==> src/kphr_pkg.sv <==
// Shared types and constants for the key press / hold / repeat unit.
package kphr_pkg;

	// Payload widths
	localparam int unsigned TICK_W  = 32;
	localparam int unsigned SLOT_W  = 4;
	localparam int unsigned STATE_W = 2;
	localparam int unsigned MASK_W  = 4;

	// Default width of the internal time arithmetic
	localparam int unsigned TIME_BITS_DEF = 32;

	// Configuration port
	localparam int unsigned ADDR_W = 4;
	localparam int unsigned DATA_W = 32;

	// Register indexes
	localparam logic [1:0] REG_PRESS_DELAY  = 2'd0;
	localparam logic [1:0] REG_REPEAT_DELAY = 2'd1;
	localparam logic [1:0] REG_EVENT_MASK   = 2'd2;

	// External state codes
	localparam logic [STATE_W-1:0] CODE_IDLE     = 2'd0;
	localparam logic [STATE_W-1:0] CODE_PRESSED  = 2'd1;
	localparam logic [STATE_W-1:0] CODE_HOLD     = 2'd2;
	localparam logic [STATE_W-1:0] CODE_RELEASED = 2'd3;

	// Key state, one-hot; bit position matches the event mask bit
	typedef enum logic [3:0] {
		ST_IDLE     = 4'b0001,
		ST_PRESSED  = 4'b0010,
		ST_HOLD     = 4'b0100,
		ST_RELEASED = 4'b1000
	} key_state_t;

	// Map the one-hot state to its external code
	function automatic logic [STATE_W-1:0] state_code(input key_state_t st);
		logic [STATE_W-1:0] code;
		unique case (st)
			ST_IDLE:     code = CODE_IDLE;
			ST_PRESSED:  code = CODE_PRESSED;
			ST_HOLD:     code = CODE_HOLD;
			ST_RELEASED: code = CODE_RELEASED;
			default:     code = CODE_IDLE;
		endcase
		return code;
	endfunction

endpackage

==> src/kphr_in_if.sv <==
// Sample channel: one key sample per item.
interface kphr_in_if
	import kphr_pkg::*;
();
	logic              valid;
	logic              ready;
	logic              key_down;
	logic [TICK_W-1:0] now_tick;
	logic [SLOT_W-1:0] key_slot;

	modport source (output valid, key_down, now_tick, key_slot, input ready);
	modport sink   (input valid, key_down, now_tick, key_slot, output ready);
endinterface

==> src/kphr_out_if.sv <==
// Result channel: one state/event item per sample.
interface kphr_out_if
	import kphr_pkg::*;
();
	logic               valid;
	logic               ready;
	logic               fire;
	logic [STATE_W-1:0] key_state;
	logic [SLOT_W-1:0]  event_slot;

	modport source (output valid, fire, key_state, event_slot, input ready);
	modport sink   (input valid, fire, key_state, event_slot, output ready);
endinterface

==> src/key_press_hold_repeat_fsm_unit.sv <==
// Key press / hold / repeat state machine with APB configuration port.
//
// Usage:
//   sample carries one key sample per item (key_down, now_tick, key_slot);
//   result returns exactly one item per sample: the new key state, whether
//   an event fired for it, and the sample's slot.
//   The APB port holds press_delay (0x0), repeat_delay (0x4) and
//   event_mask (0x8); write them only while no sample is in flight.
// Pipeline and throughput:
//   A sample is registered in stage 1 on acceptance; its result is registered
//   in stage 2 when stage 1 advances, and is offered from there.
//   One sample is taken every cycle while the result does not stall; the state
//   update of the second stage is the only loop.
// Reset:
//   arst_n clears the state to idle, both stored times and all
//   registers to zero, and empties both stages.
// Stall:
//   While result.ready is low the result holds, one more sample is taken
//   into the input register, then sample.ready drops until the result moves.
module key_press_hold_repeat_fsm_unit
	import kphr_pkg::*;
#(
	parameter int unsigned TIME_BITS = TIME_BITS_DEF
) (
	input  logic              clk,
	input  logic              arst_n,
	kphr_in_if.sink           sample,
	kphr_out_if.source        result,
	input  logic              psel,
	input  logic              penable,
	input  logic              pwrite,
	input  logic [ADDR_W-1:0] paddr,
	input  logic [DATA_W-1:0] pwdata,
	output logic [DATA_W-1:0] prdata,
	output logic              pready
);

	// Configuration registers
	logic [DATA_W-1:0] press_delay_q;
	logic [DATA_W-1:0] repeat_delay_q;
	logic [MASK_W-1:0] event_mask_q;

	// Stage 1: registered sample
	logic              valid_s1;
	logic              key_down_s1;
	logic [TICK_W-1:0] now_tick_s1;
	logic [SLOT_W-1:0] key_slot_s1;

	// Key state
	key_state_t           state_q;
	logic [TIME_BITS-1:0] press_time_q;
	logic [TIME_BITS-1:0] repeat_time_q;

	// Stage 2: result register
	logic               valid_s2;
	logic               fire_s2;
	logic [STATE_W-1:0] key_state_s2;
	logic [SLOT_W-1:0]  event_slot_s2;

	// Next-state logic
	key_state_t           state_nxt;
	logic                 press_ok;
	logic                 press_take;
	logic                 rep_clear;
	logic                 rep_take;
	logic                 fire_nxt;
	logic                 advance_s1;
	logic [63:0]          now_w;
	logic [63:0]          pd_w;
	logic [63:0]          rd_w;
	logic [TIME_BITS-1:0] now_t;
	logic [TIME_BITS-1:0] pd_t;
	logic [TIME_BITS-1:0] rd_t;
	logic [TIME_BITS-1:0] press_elapsed;
	logic [TIME_BITS-1:0] rep_elapsed;
	logic                 cfg_wr;

	assign pready = 1'b1;
	assign cfg_wr = psel && penable && pwrite;

	// Write configuration registers
	always_ff @(posedge clk or negedge arst_n) begin
		if (!arst_n) begin
			press_delay_q  <= '0;
			repeat_delay_q <= '0;
			event_mask_q   <= '0;
		end else if (cfg_wr) begin
			unique case (paddr[3:2])
				REG_PRESS_DELAY:  press_delay_q  <= pwdata;
				REG_REPEAT_DELAY: repeat_delay_q <= pwdata;
				REG_EVENT_MASK:   event_mask_q   <= pwdata[MASK_W-1:0];
				default: ;
			endcase
		end
	end

	// Read back configuration registers
	always_comb begin
		unique case (paddr[3:2])
			REG_PRESS_DELAY:  prdata = press_delay_q;
			REG_REPEAT_DELAY: prdata = repeat_delay_q;
			REG_EVENT_MASK:   prdata = {{(DATA_W-MASK_W){1'b0}}, event_mask_q};
			default:          prdata = '0;
		endcase
	end

	// Handshake: stage 1 moves on when the result register is free or drains
	assign advance_s1   = valid_s1 && (!valid_s2 || result.ready);
	assign sample.ready = !valid_s1 || advance_s1;

	// Capture the incoming item
	always_ff @(posedge clk or negedge arst_n) begin
		if (!arst_n) begin
			valid_s1 <= 1'b0;
		end else if (sample.ready) begin
			valid_s1 <= sample.valid;
		end
	end

	always_ff @(posedge clk) begin
		if (sample.ready && sample.valid) begin
			key_down_s1 <= sample.key_down;
			now_tick_s1 <= sample.now_tick;
			key_slot_s1 <= sample.key_slot;
		end
	end

	// Bring time and delays to the internal time width
	assign now_w = {{(64-TICK_W){1'b0}}, now_tick_s1};
	assign pd_w  = {{(64-DATA_W){1'b0}}, press_delay_q};
	assign rd_w  = {{(64-DATA_W){1'b0}}, repeat_delay_q};
	assign now_t = now_w[TIME_BITS-1:0];
	assign pd_t  = pd_w[TIME_BITS-1:0];
	assign rd_t  = rd_w[TIME_BITS-1:0];

	// Wrapping time differences
	assign press_elapsed = now_t - press_time_q;
	assign rep_elapsed   = now_t - repeat_time_q;
	assign press_ok      = (pd_t == '0) || (press_elapsed >= pd_t);

	// Advance the key state
	always_comb begin
		state_nxt  = state_q;
		press_take = 1'b0;
		rep_clear  = 1'b0;
		unique case (state_q)
			ST_IDLE, ST_RELEASED: begin
				if (key_down_s1) begin
					if (press_ok) begin
						state_nxt  = ST_PRESSED;
						press_take = (pd_t != '0);
					end
				end else begin
					state_nxt = ST_IDLE;
				end
			end
			ST_PRESSED, ST_HOLD: begin
				if (key_down_s1) begin
					state_nxt = ST_HOLD;
				end else begin
					state_nxt = ST_RELEASED;
					rep_clear = 1'b1;
				end
			end
			default: state_nxt = ST_IDLE;
		endcase
	end

	// Raise the event for the new state; hold repeats on the repeat timer
	always_comb begin
		fire_nxt = 1'b0;
		rep_take = 1'b0;
		if (|(event_mask_q & state_nxt)) begin
			if (state_nxt == ST_HOLD && rd_t != '0) begin
				rep_take = (rep_elapsed >= rd_t);
				fire_nxt = rep_take;
			end else begin
				fire_nxt = 1'b1;
			end
		end
	end

	// Update state and stored times
	always_ff @(posedge clk or negedge arst_n) begin
		if (!arst_n) begin
			state_q       <= ST_IDLE;
			press_time_q  <= '0;
			repeat_time_q <= '0;
		end else if (advance_s1) begin
			state_q <= state_nxt;
			if (press_take) begin
				press_time_q <= now_t;
			end
			if (rep_clear) begin
				repeat_time_q <= '0;
			end else if (rep_take) begin
				repeat_time_q <= now_t;
			end
		end
	end

	// Result register
	always_ff @(posedge clk or negedge arst_n) begin
		if (!arst_n) begin
			valid_s2 <= 1'b0;
		end else if (advance_s1) begin
			valid_s2 <= 1'b1;
		end else if (result.ready) begin
			valid_s2 <= 1'b0;
		end
	end

	always_ff @(posedge clk) begin
		if (advance_s1) begin
			fire_s2       <= fire_nxt;
			key_state_s2  <= state_code(state_nxt);
			event_slot_s2 <= key_slot_s1;
		end
	end

	assign result.valid      = valid_s2;
	assign result.fire       = fire_s2;
	assign result.key_state  = key_state_s2;
	assign result.event_slot = event_slot_s2;

	// A pending result shows the current key state
	a_result_matches_state: assert property (@(posedge clk) disable iff (!arst_n)
		valid_s2 |-> (key_state_s2 == state_code(state_q)))
		else $error("result state differs from key state");

	// A fired event belongs to an enabled state
	a_fire_enabled: assert property (@(posedge clk) disable iff (!arst_n)
		(valid_s2 && fire_s2) |-> (|(event_mask_q & state_q)))
		else $error("event fired for a masked state");

	// Repeat timer is only nonzero while holding
	a_repeat_only_hold: assert property (@(posedge clk) disable iff (!arst_n)
		(state_q != ST_HOLD) |-> (repeat_time_q == '0))
		else $error("repeat time set outside hold");

	// An accepted item lands in stage 1
	a_accept_fills_s1: assert property (@(posedge clk) disable iff (!arst_n)
		(sample.valid && sample.ready) |=> valid_s1)
		else $error("accepted item lost");

endmodule

==> src/flat_wrapper.sv <==
// flat-port wrapper written by rule: the top's interface ports become plain ports
module key_press_hold_repeat_fsm_unit_flat import kphr_pkg::*;
#(
	parameter int unsigned TIME_BITS = TIME_BITS_DEF
)
  (clk, arst_n, psel, penable, pwrite, paddr, pwdata, prdata, pready, sample_valid, sample_key_down, sample_now_tick, sample_key_slot, sample_ready, result_valid, result_fire, result_key_state, result_event_slot, result_ready);
  kphr_in_if sample_i ();
  kphr_out_if result_i ();
  input  logic clk;
  input  logic arst_n;
  input  logic psel;
  input  logic penable;
  input  logic pwrite;
  input  logic [ADDR_W-1:0] paddr;
  input  logic [DATA_W-1:0] pwdata;
  output logic [DATA_W-1:0] prdata;
  output logic pready;
  input wire logic [$bits(sample_i.valid)-1:0] sample_valid;
  input wire logic [$bits(sample_i.key_down)-1:0] sample_key_down;
  input wire logic [$bits(sample_i.now_tick)-1:0] sample_now_tick;
  input wire logic [$bits(sample_i.key_slot)-1:0] sample_key_slot;
  output wire logic [$bits(sample_i.ready)-1:0] sample_ready;
  output wire logic [$bits(result_i.valid)-1:0] result_valid;
  output wire logic [$bits(result_i.fire)-1:0] result_fire;
  output wire logic [$bits(result_i.key_state)-1:0] result_key_state;
  output wire logic [$bits(result_i.event_slot)-1:0] result_event_slot;
  input wire logic [$bits(result_i.ready)-1:0] result_ready;
  assign sample_i.valid = sample_valid;
  assign sample_i.key_down = sample_key_down;
  assign sample_i.now_tick = sample_now_tick;
  assign sample_i.key_slot = sample_key_slot;
  assign sample_ready = sample_i.ready;
  assign result_valid = result_i.valid;
  assign result_fire = result_i.fire;
  assign result_key_state = result_i.key_state;
  assign result_event_slot = result_i.event_slot;
  assign result_i.ready = result_ready;
  key_press_hold_repeat_fsm_unit #(.TIME_BITS(TIME_BITS)) u_core (.clk(clk), .arst_n(arst_n), .sample(sample_i), .result(result_i), .psel(psel), .penable(penable), .pwrite(pwrite), .paddr(paddr), .pwdata(pwdata), .prdata(prdata), .pready(pready));
endmodule
==> config.mk <==
export PLATFORM = sky130hd
export DESIGN_NAME = key_press_hold_repeat_fsm_unit_flat
export DESIGN_NICKNAME = d
export VERILOG_FILES = /design/src/kphr_pkg.sv /design/src/kphr_in_if.sv /design/src/kphr_out_if.sv /design/src/key_press_hold_repeat_fsm_unit.sv /design/src/flat_wrapper.sv
export SDC_FILE = /design/constraint.sdc
export NUM_CORES = 1
export LEC_CHECK = 0
export ABC_AREA = 1
export BUFFER_PORTS_ARGS = -buffer_cell sky130_fd_sc_hd__buf_2
export CAP_MARGIN = 40
export CORE_ASPECT_RATIO = 2
export CORE_MARGIN = 1.5
export CORE_UTILIZATION = 55
export CTS_BUF_LIST = sky130_fd_sc_hd__clkbuf_4 sky130_fd_sc_hd__clkbuf_8 sky130_fd_sc_hd__clkbuf_16
export DETAILED_ROUTE_END_ITERATION = 6
export GPL_ROUTABILITY_DRIVEN = 0
export PLACE_DENSITY = 0.82
export SLEW_MARGIN = 20
export SYNTH_ARGS = -nofsm -noshare
export SYNTH_HDL_FRONTEND = slang
export SYNTH_SLANG_ARGS = --single-unit
==> constraint.sdc <==
create_clock -name clk -period 3.66 [get_ports clk]
set_input_delay 0.732 -clock clk [delete_from_list [all_inputs] [get_ports clk]]
set_output_delay 0.732 -clock clk [all_outputs]
set_load 0.02 [all_outputs]
==> impl_metrics.yaml, run 1 <==
clocking:
  root_buffer: "clkbuf_16"
  cts_max_path_buffers: 2
  holdBufCountCts: 0
  htreeDepth: 4
  cts_buffers: 17
  cts.sinks: 182
synth:
  yosysSeqAreaShare_pct: 38.5
  yosysMostFrequentCell: "nand2_1"
  synth_cells: 1563
  async_reset_ff_share_pct: 75.8
  ys_top_cells_by_area: "dfrtp_1 28%, ha_1 13%, edfxtp_1 11%"
  synth_edf_count: 44
  synth_nets: 1771
  syn_avg_cell_area_sq_um: 7.93
  syn_area_sq_mm: 0.0124
  synthFlopType: "dfrtp_1"
  synthTopCellsByCount: "325 x nand2_1, 249 x inv_1, 137 x dfrtp_1"
  yosysTopAreaCellShare_pct: 27.7
  ys_seq_elements: 182
  yosysTopAreaCell: "dfrtp_1"
  yosysUniqueCellTypes: 51
  ys_warn_count: 0
die:
  num_io_pins: 122
  start_util_pct: 55.9
  dieWidth_um: 109
  fp.dieH_um: 215
  rows: 77
status:
  firstError: "[ERROR GRT-0232] Routing congestion too high. Check the congestion heatmap in the GUI."
  outcome: "did not finish"
  flow.stopped_at: "global routing (5_1_grt)"
place:
  hpwl_um: 29700
  port_buffers: 118
  placed_cell_area_sq_mm: 0.0149
sta:
  postGrtWorstEndpoint: "u_core.repeat_time_q[23]$_DFFE_PN0P_/D"
  worst_path_end_type: "sequential cell input"
global_route:
  grt_max_degree: 84
  gr-total-overflow: 68
  track_usage_pct: 63.7
==> cells by family after synthesis <==
kind of cell / share of synthesized area (%)
AO/OA/AOI/OAI: 14.0
AND/OR/NAND/NOR: 20.6
other: 0.0303
XOR/XNOR: 4.38
buffers and inverters: 9.45
flip-flops: 38.5
adder cells (fa/ha/maj): 13.0
==> repair_timing <==
action                     4_1_cts
pin swaps                       63
setup buffers                   45
gates resized for setup        192
gates cloned                     8
setup endpoints to repair       69
==> per-layer routing <==
| metal | GRT overflow | GRT usage, % |
|---|---|---|
| met1 | 2 | 63.7 |
| met2 | 33 | 82.6 |
| met3 | 1 | 44.8 |
| met4 | 32 | 62.0 |
| met5 | 0 | 8.26 |
==> stage by stage <==
stage                     setup slack [ns]  std cells  hold WS [ns]
after CTS                           -0.445       2214         0.318
after detailed placement            -0.609       2131         0.406
after global placement              -0.525       2126         0.401
after floorplan                     0.0149       1563         0.400
==> run 2, diff against run 1 <==
- CORE_ASPECT_RATIO: 2 -> unset
- CORE_UTILIZATION: 55 -> 40
- CTS_BUF_LIST: sky130_fd_sc_hd__clkbuf_4 sky130_fd_sc_hd__clkbuf_8 sky130_fd_sc_hd__clkbuf_16 -> unset
- PLACE_DENSITY: 0.82 -> unset
- PLACE_DENSITY_LB_ADDON: unset -> 0.15
- clock period: 3.66 -> 4.8 ns (I/O delays scaled with it)
==> run 2 against run 1 <==
  * The flow now finishes without violations
  * Synthesized cell count stayed put
  * Synthesized area stayed put
==> impl_metrics.yaml, run 2 <==
die:
  num_io_pins: 122
  start_util_pct: 40.6
  rows: 64
  dieWidth_um: 179
  dieArea_sq_mm: 0.0321
  fp.dieH_um: 179
  core_sq_mm: 0.0305
sta:
  fmax_ghz: 0.225
  finalCritPeriodShare_pct: 92.6
  finalCriticalPeriod_ns: 4.45
  setup_viol: 0
  setup_tns_ns: 0
  hold_viol: 0
  final.setup.worst_slack_ns: 0.355
  slew_violations: 0
  relSlewSlack_pct: 50.3
  fin_skew_ns: 0.0131
  tightest_slew_ns: 0.745
  holdWs_ns: 0.415
routing:
  via_per_inst: 5.04
  vias: 10500
  wl_per_cell_um: 16.6
  route.detailed.drc: 0
  ant_nets: 0
  drt_iter0_drc: 709
  first_pass_iters: 5
  wl_um: 34700
hold_path:
  hold_path_class: "reg -> reg"
  hold_depth: 0
  min_from: "u_core.key_slot_s1[0]"
  min_to: "u_core.result.event_slot[0]"
synth:
  async_reset_ff_share_pct: 75.8
  yosysUniqueCellTypes: 51
  synthTopCellsByCount: "325 x nand2_1, 249 x inv_1, 137 x dfrtp_1"
  syn_avg_cell_area_sq_um: 7.93
  yosysTopAreaCellShare_pct: 27.7
  yosysMostFrequentCell: "nand2_1"
  ys_warn_count: 0
  synth_nets: 1771
  yosysSeqAreaShare_pct: 38.5
  synth_cells: 1563
  ys_top_cells_by_area: "dfrtp_1 28%, ha_1 13%, edfxtp_1 11%"
  synth_edf_count: 44
  syn_area_sq_mm: 0.0124
  yosysTopAreaCell: "dfrtp_1"
  synthFlopType: "dfrtp_1"
  ys_seq_elements: 182
setup_path:
  critPathMaxFanout: 10
  worstSetupPathType: "reg -> reg"
  crit_required_ns: 5.14
  reg2reg_from: "u_core.now_t[15]"
  critPathCaptureType: "flip-flop"
  rr_worst_depth: 25
  ff2ff_setup_slack_ns: 0.35
  r2r_end: "u_core.repeat_time_q[7]"
  arrival_ns: 4.78
  cp-start-kind: "flip-flop"
pwr:
  power_leakage_nw: 7.08
  powerDensity_mw_per_mm2: 633
  max-vdd-ir-drop_uv: 315
place:
  placed_cell_area_sq_mm: 0.0135
  hpwl_um: 26800
  detailedPlace.worstSlack_ns: 0.360
  port_buffers: 118
global_route:
  track_usage_pct: 22.4
  grt_max_degree: 74
  grt_pass1_wl_um: 54700
  gr-total-overflow: 0
  grt_pass1_vias: 10200
  antenna_found_initial: 0
finish:
  layout_common_cells: "323 x nand2_1, 248 x inv_1, 137 x dfrtp_1"
  fin_nets: 1890
  diodes: 0
  stdcell_area_sq_mm: 0.0141
  synthToLayoutAreaGrowth_pct: 14.1
  final_common_cell: "nand2_1"
  drive_gt1_share_pct: 13.9
clocking:
  post_cts.repair.setup_buffers: 0
  cts_max_path_buffers: 2
  path_clk_slew_ns: 0.07
  clk_latency_ns: 0.46
  cts_buffers: 17
  holdBufCountCts: 0
  cts_tree: "built"
  root_buffer: "clkbuf_16"
  htreeDepth: 4
  cts.sinks: 182
status:
  outcome: "finished clean"
flow_run:
  max_cap_violations: 0
## run 2: what timing repair did
action	CTS	global route
hold endpoints to repair	0	0
endpoints found under the setup margin	0	27
gates resized for setup	0	1
## run 2: area by class of cell
class                      count  area, sq um
clock buffer                  20          457
clock inverter                12          158
fill                        3065        16400
inverter                     256          961
multi-input combinational   1088         6480
sequential                   182         4780
tap                          396          495
timing repair buffer         137          817
## run 2: power breakdown
group | switching [W] | internal (W) | total [W] | leakage (nW)
registers | 0.000300 | 0.00202 | 0.00232 | 2.19
clock network | 0.000685 | 0.000818 | 0.00150 | 0.304
logic | 0.00317 | 0.00197 | 0.00513 | 4.59
total | 0.00415 | 0.00480 | 0.00895 | 7.08
## run 2: stage by stage
| step | instances | power, W | utilization (%) |
|---|---|---|---|
| detailed placement | 2058 | 0.00744 | 44.3 |
| finish | 2091 | 0.00895 | 46.3 |
| floorplan | 1563 | 0.00608 | - |
| CTS | 2090 | 0.00900 | 46.3 |
| global route | 2091 | 0.00986 | 46.3 |
| global placement | 2054 | 0.00731 | 44.0 |
## run 2: critical path, stage by stage (launching register included)
cell	delay, ns
edfxtp_1	0.42
buf_4	0.17
ha_1	0.35
nand2_1	0.10
nor4_1	0.50
nand3_1	0.14
nand3_1	0.20
nand4_1	0.11
nand2_1	0.15
inv_2	0.04
o21ai_1	0.15
xor2_1	0.22
ha_1	0.30
nand4_1	0.13
inv_1	0.06
nand2_1	0.07
o211ai_1	0.08
a31oi_1	0.26
nand3_1	0.18
nand2_1	0.11
inv_2	0.04
nand2_4	0.08
nand2_8	0.09
buf_4	0.21
nand3_1	0.08
nand2_1	0.06
## run 2: logic make-up (layout without fill, tap and decap cells)
group,count (synthesis),after routing,synth area share [%]
AND/OR/NAND/NOR,585,586,20.6
buffers and inverters,294,425,9.45
XOR/XNOR,62,62,4.38
AO/OA/AOI/OAI,311,311,14.0
adder cells (fa/ha/maj),128,128,13.0
other,1,1,0.0303
flip-flops,182,182,38.5
## run 2: worst max-delay path by stage
stage                           startpoint  slack (ns)                        to
after floorplan            u_core.now_t[0]        1.12  u_core.repeat_time_q[15]
after global placement    u_core.now_t[16]        0.39   u_core.repeat_time_q[1]
after detailed placement  u_core.now_t[14]        0.36  u_core.repeat_time_q[19]
after CTS                 u_core.now_t[14]        0.32  u_core.repeat_time_q[29]
after global routing       u_core.now_t[2]     -0.0001   u_core.repeat_time_q[8]
final                     u_core.now_t[15]        0.35   u_core.repeat_time_q[7]
## run 2: layer usage
layer | part of all wire (%) | GRT usage, %
met5 | 0 | 0
met4 | 2.2 | 7.19
met3 | 3.9 | 3.29
met2 | 45 | 35.4
met1 | 49 | 31.5
Power figures use the tool's default switching activity.
==> run 3, diff against run 2 <==
--- a/config.mk
+++ b/config.mk
@@ -9,5 +9,4 @@
 export BUFFER_PORTS_ARGS = -buffer_cell sky130_fd_sc_hd__buf_2
 export CAP_MARGIN = 40
-export CORE_MARGIN = 1.5
 export CORE_UTILIZATION = 40
 export DETAILED_ROUTE_END_ITERATION = 6
==> constraint.sdc (replaced) <==
create_clock -name clk -period 4.8 [get_ports clk]
set_input_delay 1.44 -clock clk [delete_from_list [all_inputs] [get_ports clk]]
set_output_delay 1.44 -clock clk [all_outputs]
set_load 0.02 [all_outputs]
==> run 3 against run 2 <==
  * Clock power decreased by 9%
  * Highest routed layer unchanged
  * Global-route usage down 0.27 points
  * Sequential share of layout area about the same
  * Maximum frequency rose by 1.7%
  * Largest power group unchanged
  * Critical endpoint is now u_core.repeat_time_q[4]
  * First-iteration DRC count decreased by 5.6%
==> impl_metrics.yaml, run 3 (same netlist as run 2, synthesis figures left out) <==
routing:
  drt_iter0_drc: 669
  wl_per_cell_um: 16.3
  vias: 10400
  via_per_inst: 5.00
  ant_nets: 0
  route.detailed.drc: 0
  first_pass_iters: 6
  wl_um: 34000
global_route:
  track_usage_pct: 22.2
  gr-total-overflow: 0
  grt_pass1_vias: 10300
  antenna_found_initial: 0
  grt_pass1_wl_um: 54100
  grt_max_degree: 87
setup_path:
  worstSetupPathType: "reg -> reg"
  critPathCaptureType: "flip-flop"
  crit_required_ns: 5.13
  cp-start-kind: "flip-flop"
  crit_path_max_incr_delay_ns: 0.45
  path_common_cell: "nand2_1"
  arrival_ns: 4.70
  critPathMaxFanout: 11
  cp_slowest_cell: "edfxtp_1"
die:
  num_io_pins: 122
  dieWidth_um: 178
  fp.dieH_um: 178
  rows: 64
  start_util_pct: 40.6
  dieArea_sq_mm: 0.0317
  core_sq_mm: 0.0305
pwr:
  switching_share_pct: 46.3
  powerDensity_mw_per_mm2: 623
  combPwrFrac_pct: 58.3
  power_leakage_nw: 7.06
  p_int_w: 0.00474
  max-vdd-ir-drop_uv: 309
  seqPwrFrac_pct: 26.3
  p_clk_share_pct: 15.4
  p_switching_w: 0.00408
clocking:
  htreeDepth: 4
  path_clk_slew_ns: 0.07
  clk_latency_ns: 0.45
  cts_max_path_buffers: 2
  cts.sinks: 182
  cts_tree: "built"
  root_buffer: "clkbuf_16"
  cts_buffers: 17
  post_cts.repair.setup_buffers: 0
sta:
  tightest_slew_ns: 0.751
  finalCritPeriodShare_pct: 91.1
  final.setup.worst_slack_ns: 0.429
  holdWs_ns: 0.415
  fmax_ghz: 0.229
  fin_skew_ns: 0.0104
  finalCriticalPeriod_ns: 4.37
  setup_viol: 0
  rsz0062_at_grt: "false"
  setup_tns_ns: 0
  hold_viol: 0
  relSlewSlack_pct: 49.9
  slew_violations: 0
place:
  dpl.cell_count: 2055
  hpwl_um: 26300
  port_buffers: 118
  detailedPlace.worstSlack_ns: 0.250
finish:
  drive_gt1_share_pct: 14.0
  synthToLayoutAreaGrowth_pct: 14.2
  fin_nets: 1888
  fin_cells: 2089
  layout_common_cells: "323 x nand2_1, 248 x inv_1, 137 x dfrtp_1"
  diodes: 0
  fin_util_pct: 46.4
  final_common_cell: "nand2_1"
flow_run:
  max_cap_violations: 0
hold_path:
  hold_path_class: "reg -> reg"
status:
  outcome: "finished clean"
run 3: cell types whose count changed in the layout (fill, tap and decap cells not counted), moves of 3 or more:
cell	change
buf_4	-4
inv_8	-4
clkinv_2	+3
ha_1	-3
ha_4	+3
run 3: stage by stage:
| stage | instance area, sq um | power (W) |
|---|---|---|
| final | 14200 | 0.00882 |
| after global routing | 14200 | 0.00972 |
| after global placement | 13400 | 0.00730 |
| after floorplan | 12400 | 0.00608 |
| after detailed placement | 13500 | 0.00742 |
| after CTS | 14100 | 0.00883 |
run 3: cell type report:
class | count | area [sq um]
well taps | 396 | 495
clock inverters | 11 | 100
repair buffers | 135 | 847
inverters | 256 | 961
clock buffers | 21 | 450
fillers | 3074 | 16400
flip-flops and latches | 182 | 4780
multi-input cells | 1088 | 6530
run 3: worst paths after layout:
check                                      start                          end  slack [ns]  cells past startpoint
setup reg to reg                u_core.now_t[17]      u_core.repeat_time_q[4]        0.43                     28
max in group asynchronous                 arst_n       u_core.press_time_q[5]        3.11                      3
min in group asynchronous                 arst_n              u_core.rd_t[29]        0.79                      1
hold / removal             u_core.key_slot_s1[0]  u_core.result.event_slot[0]        0.42                      0
setup / recovery                u_core.now_t[17]      u_core.repeat_time_q[4]        0.43                     28
hold reg to reg            u_core.key_slot_s1[0]  u_core.result.event_slot[0]        0.42                      0
run 3: what timing repair did:
action,CTS,global route
hold buffers,0,0
endpoints found under the hold margin,0,0
endpoints found under the setup margin,0,32
resized for setup,0,7
run 3: power groups by stage:
stage	Sequential (W)	Clock, W	Combinational, W
6_report	0.00231	0.00136	0.00514
5_1_grt	0.00237	0.00146	0.00589
4_1_cts	0.00231	0.00140	0.00512
3_5_place_dp	0.00233	0	0.00509
3_3_place_gp	0.00233	0	0.00497
2_1_floorplan	0.00228	0	0.00380
run 3: critical path, delay by kind of cell, from the launching register on:
family | cells | cell delay [ns]
fa+ha+maj | 2 | 0.67
xor+xnor | 1 | 0.18
simple gates | 19 | 2.08
flops | 1 | 0.45
buf+inv | 3 | 0.35
compound gates | 3 | 0.51
run 3: per-layer routing:
layer,part of all wire (%),vias to the layer above,GRT usage (%)
met5,0,-,0
met3,4.6,43,3.54
met2,44,245,34.1
li1,-,5364,-
met4,2.4,0,7.76
met1,49,4783,31.3
==> run 4, diff against run 3 <==
- CAP_MARGIN: 40 -> unset
- CORE_UTILIZATION: 40 -> 35
- SKIP_CTS_REPAIR_TIMING: unset -> 1
==> run 4 against run 3 <==
  * Clock-buffer cell count increased by 5
  * Via count increased by 1.1%
  * Register-to-register slack got worse by 0.07 ns
  * Combinational power increased by 1%
  * Total power increased by 0.47%
==> impl_metrics.yaml, run 4 (same netlist as run 2, synthesis figures left out) <==
status:
  outcome: "finished clean"
setup_path:
  cp-start-kind: "primary input"
  critPathMaxFanout: 17
  worstSetupPathType: "in -> out"
  crit_chain: "buf_2 -> nor2_1 -> inv_1 -> buf_4 -> o22ai_1 -> buf_2"
  arrival_ns: 3.05
  crit_family: "buffers and inverters"
  crit_required_ns: 3.36
  critPathCaptureType: "primary output"
  path_common_cell: "buf_2"
  crit_path_max_incr_delay_ns: 0.42
  cp_slowest_cell: "inv_1"
  crit_buf_inv: 4
hold_path:
  hold_path_class: "reg -> reg"
clocking:
  cts_max_path_buffers: 2
  clk_latency_ns: 0.45
  path_clk_slew_ns: 0.07
  root_buffer: "clkbuf_16"
  cts.sinks: 182
  cts_tree: "built"
  htreeDepth: 4
  cts_buffers: 17
global_route:
  grt_pass1_wl_um: 56000
  grt_pass1_vias: 10300
  gr-total-overflow: 0
  antenna_found_initial: 0
  grt_max_degree: 88
  track_usage_pct: 20.3
routing:
  ant_nets: 0
  wl_um: 35700
  vias: 10500
  wl_per_cell_um: 16.6
  first_pass_iters: 5
  route.detailed.drc: 0
  drt_iter0_drc: 598
  via_per_inst: 4.91
die:
  fp.dieH_um: 190
  dieArea_sq_mm: 0.0362
  core_sq_mm: 0.0347
  rows: 68
  start_util_pct: 35.7
  dieWidth_um: 190
  num_io_pins: 122
sta:
  setup_tns_ns: 0
  fmax_ghz: 0.223
  rsz0062_at_grt: "false"
  relSlewSlack_pct: 26.0
  final.setup.worst_slack_ns: 0.312
  finalCritPeriodShare_pct: 93.5
  tightest_slew_ns: 1.11
  finalCriticalPeriod_ns: 4.49
  hold_viol: 0
  setup_viol: 0
  fin_skew_ns: 0.0121
  slew_violations: 0
place:
  detailedPlace.worstSlack_ns: 0.228
  port_buffers: 118
  dpl.cell_count: 2114
  hpwl_um: 27700
finish:
  fin_nets: 1887
  diodes: 0
  layout_common_cells: "323 x nand2_1, 248 x inv_1, 137 x dfrtp_1"
  drive_gt1_share_pct: 13.7
  synthToLayoutAreaGrowth_pct: 13.9
  final_common_cell: "nand2_1"
  fin_cells: 2147
pwr:
  powerDensity_mw_per_mm2: 628
  seqPwrFrac_pct: 26.1
  combPwrFrac_pct: 58.7
  max-vdd-ir-drop_uv: 316
  p_clk_share_pct: 15.2
  p_switching_w: 0.00414
  power_w: 0.00886
  power_leakage_nw: 7.01
  switching_share_pct: 46.7
  p_int_w: 0.00472
flow_run:
  max_cap_violations: 0
## run 4: per-layer routing
layer	share of wire, %	track usage, %
met2	44	31.7
met5	0	0
met1	50	28.9
met3	4.1	3.30
met4	1.4	5.26
## run 4: cell type report
class                   instances  area, sq um
flip-flops and latches        182         4780
fillers                      3623        20600
well taps                     455          569
clock buffers                  26          500
repair buffers                134          754
multi-input cells            1088         6510
inverters                     256          961
clock inverters                 6         42.5
## run 4: path summary, 6_finish.rpt
check | startpoint | end | slack, ns | depth (start not counted)
worst min register to register | u_core.key_slot_s1[0] | u_core.result.event_slot[0] | 0.43 | 0
min in group asynchronous | arst_n | u_core.press_time_q[5] | 1.05 | 1
worst max register to register | u_core.now_t[13] | u_core.repeat_time_q[22] | 0.36 | 23
worst min-delay path | u_core.key_slot_s1[0] | u_core.result.event_slot[0] | 0.43 | 0
worst max-delay path | paddr[3] | prdata[20] | 0.31 | 6
max in group asynchronous | arst_n | u_core.press_time_q[30] | 2.96 | 2
## run 4: metrics by stage
stage               area (sq um)  util [%]  hold WS, ns
floorplan                  12400         -        0.400
global placement           13500      38.9        0.400
detailed placement         13500      38.9        0.413
CTS                        14100      40.5        0.429
global route               14100      40.7        0.434
finish                     14100      40.7        0.426
## run 4: power by group through the flow
stage	logic [W]	registers, W	clock network [W]
after floorplan	0.00380	0.00228	0
after global placement	0.00506	0.00233	0
after detailed placement	0.00517	0.00234	0
after CTS	0.00519	0.00231	0.00139
after global routing	0.00596	0.00237	0.00144
final	0.00520	0.00231	0.00135
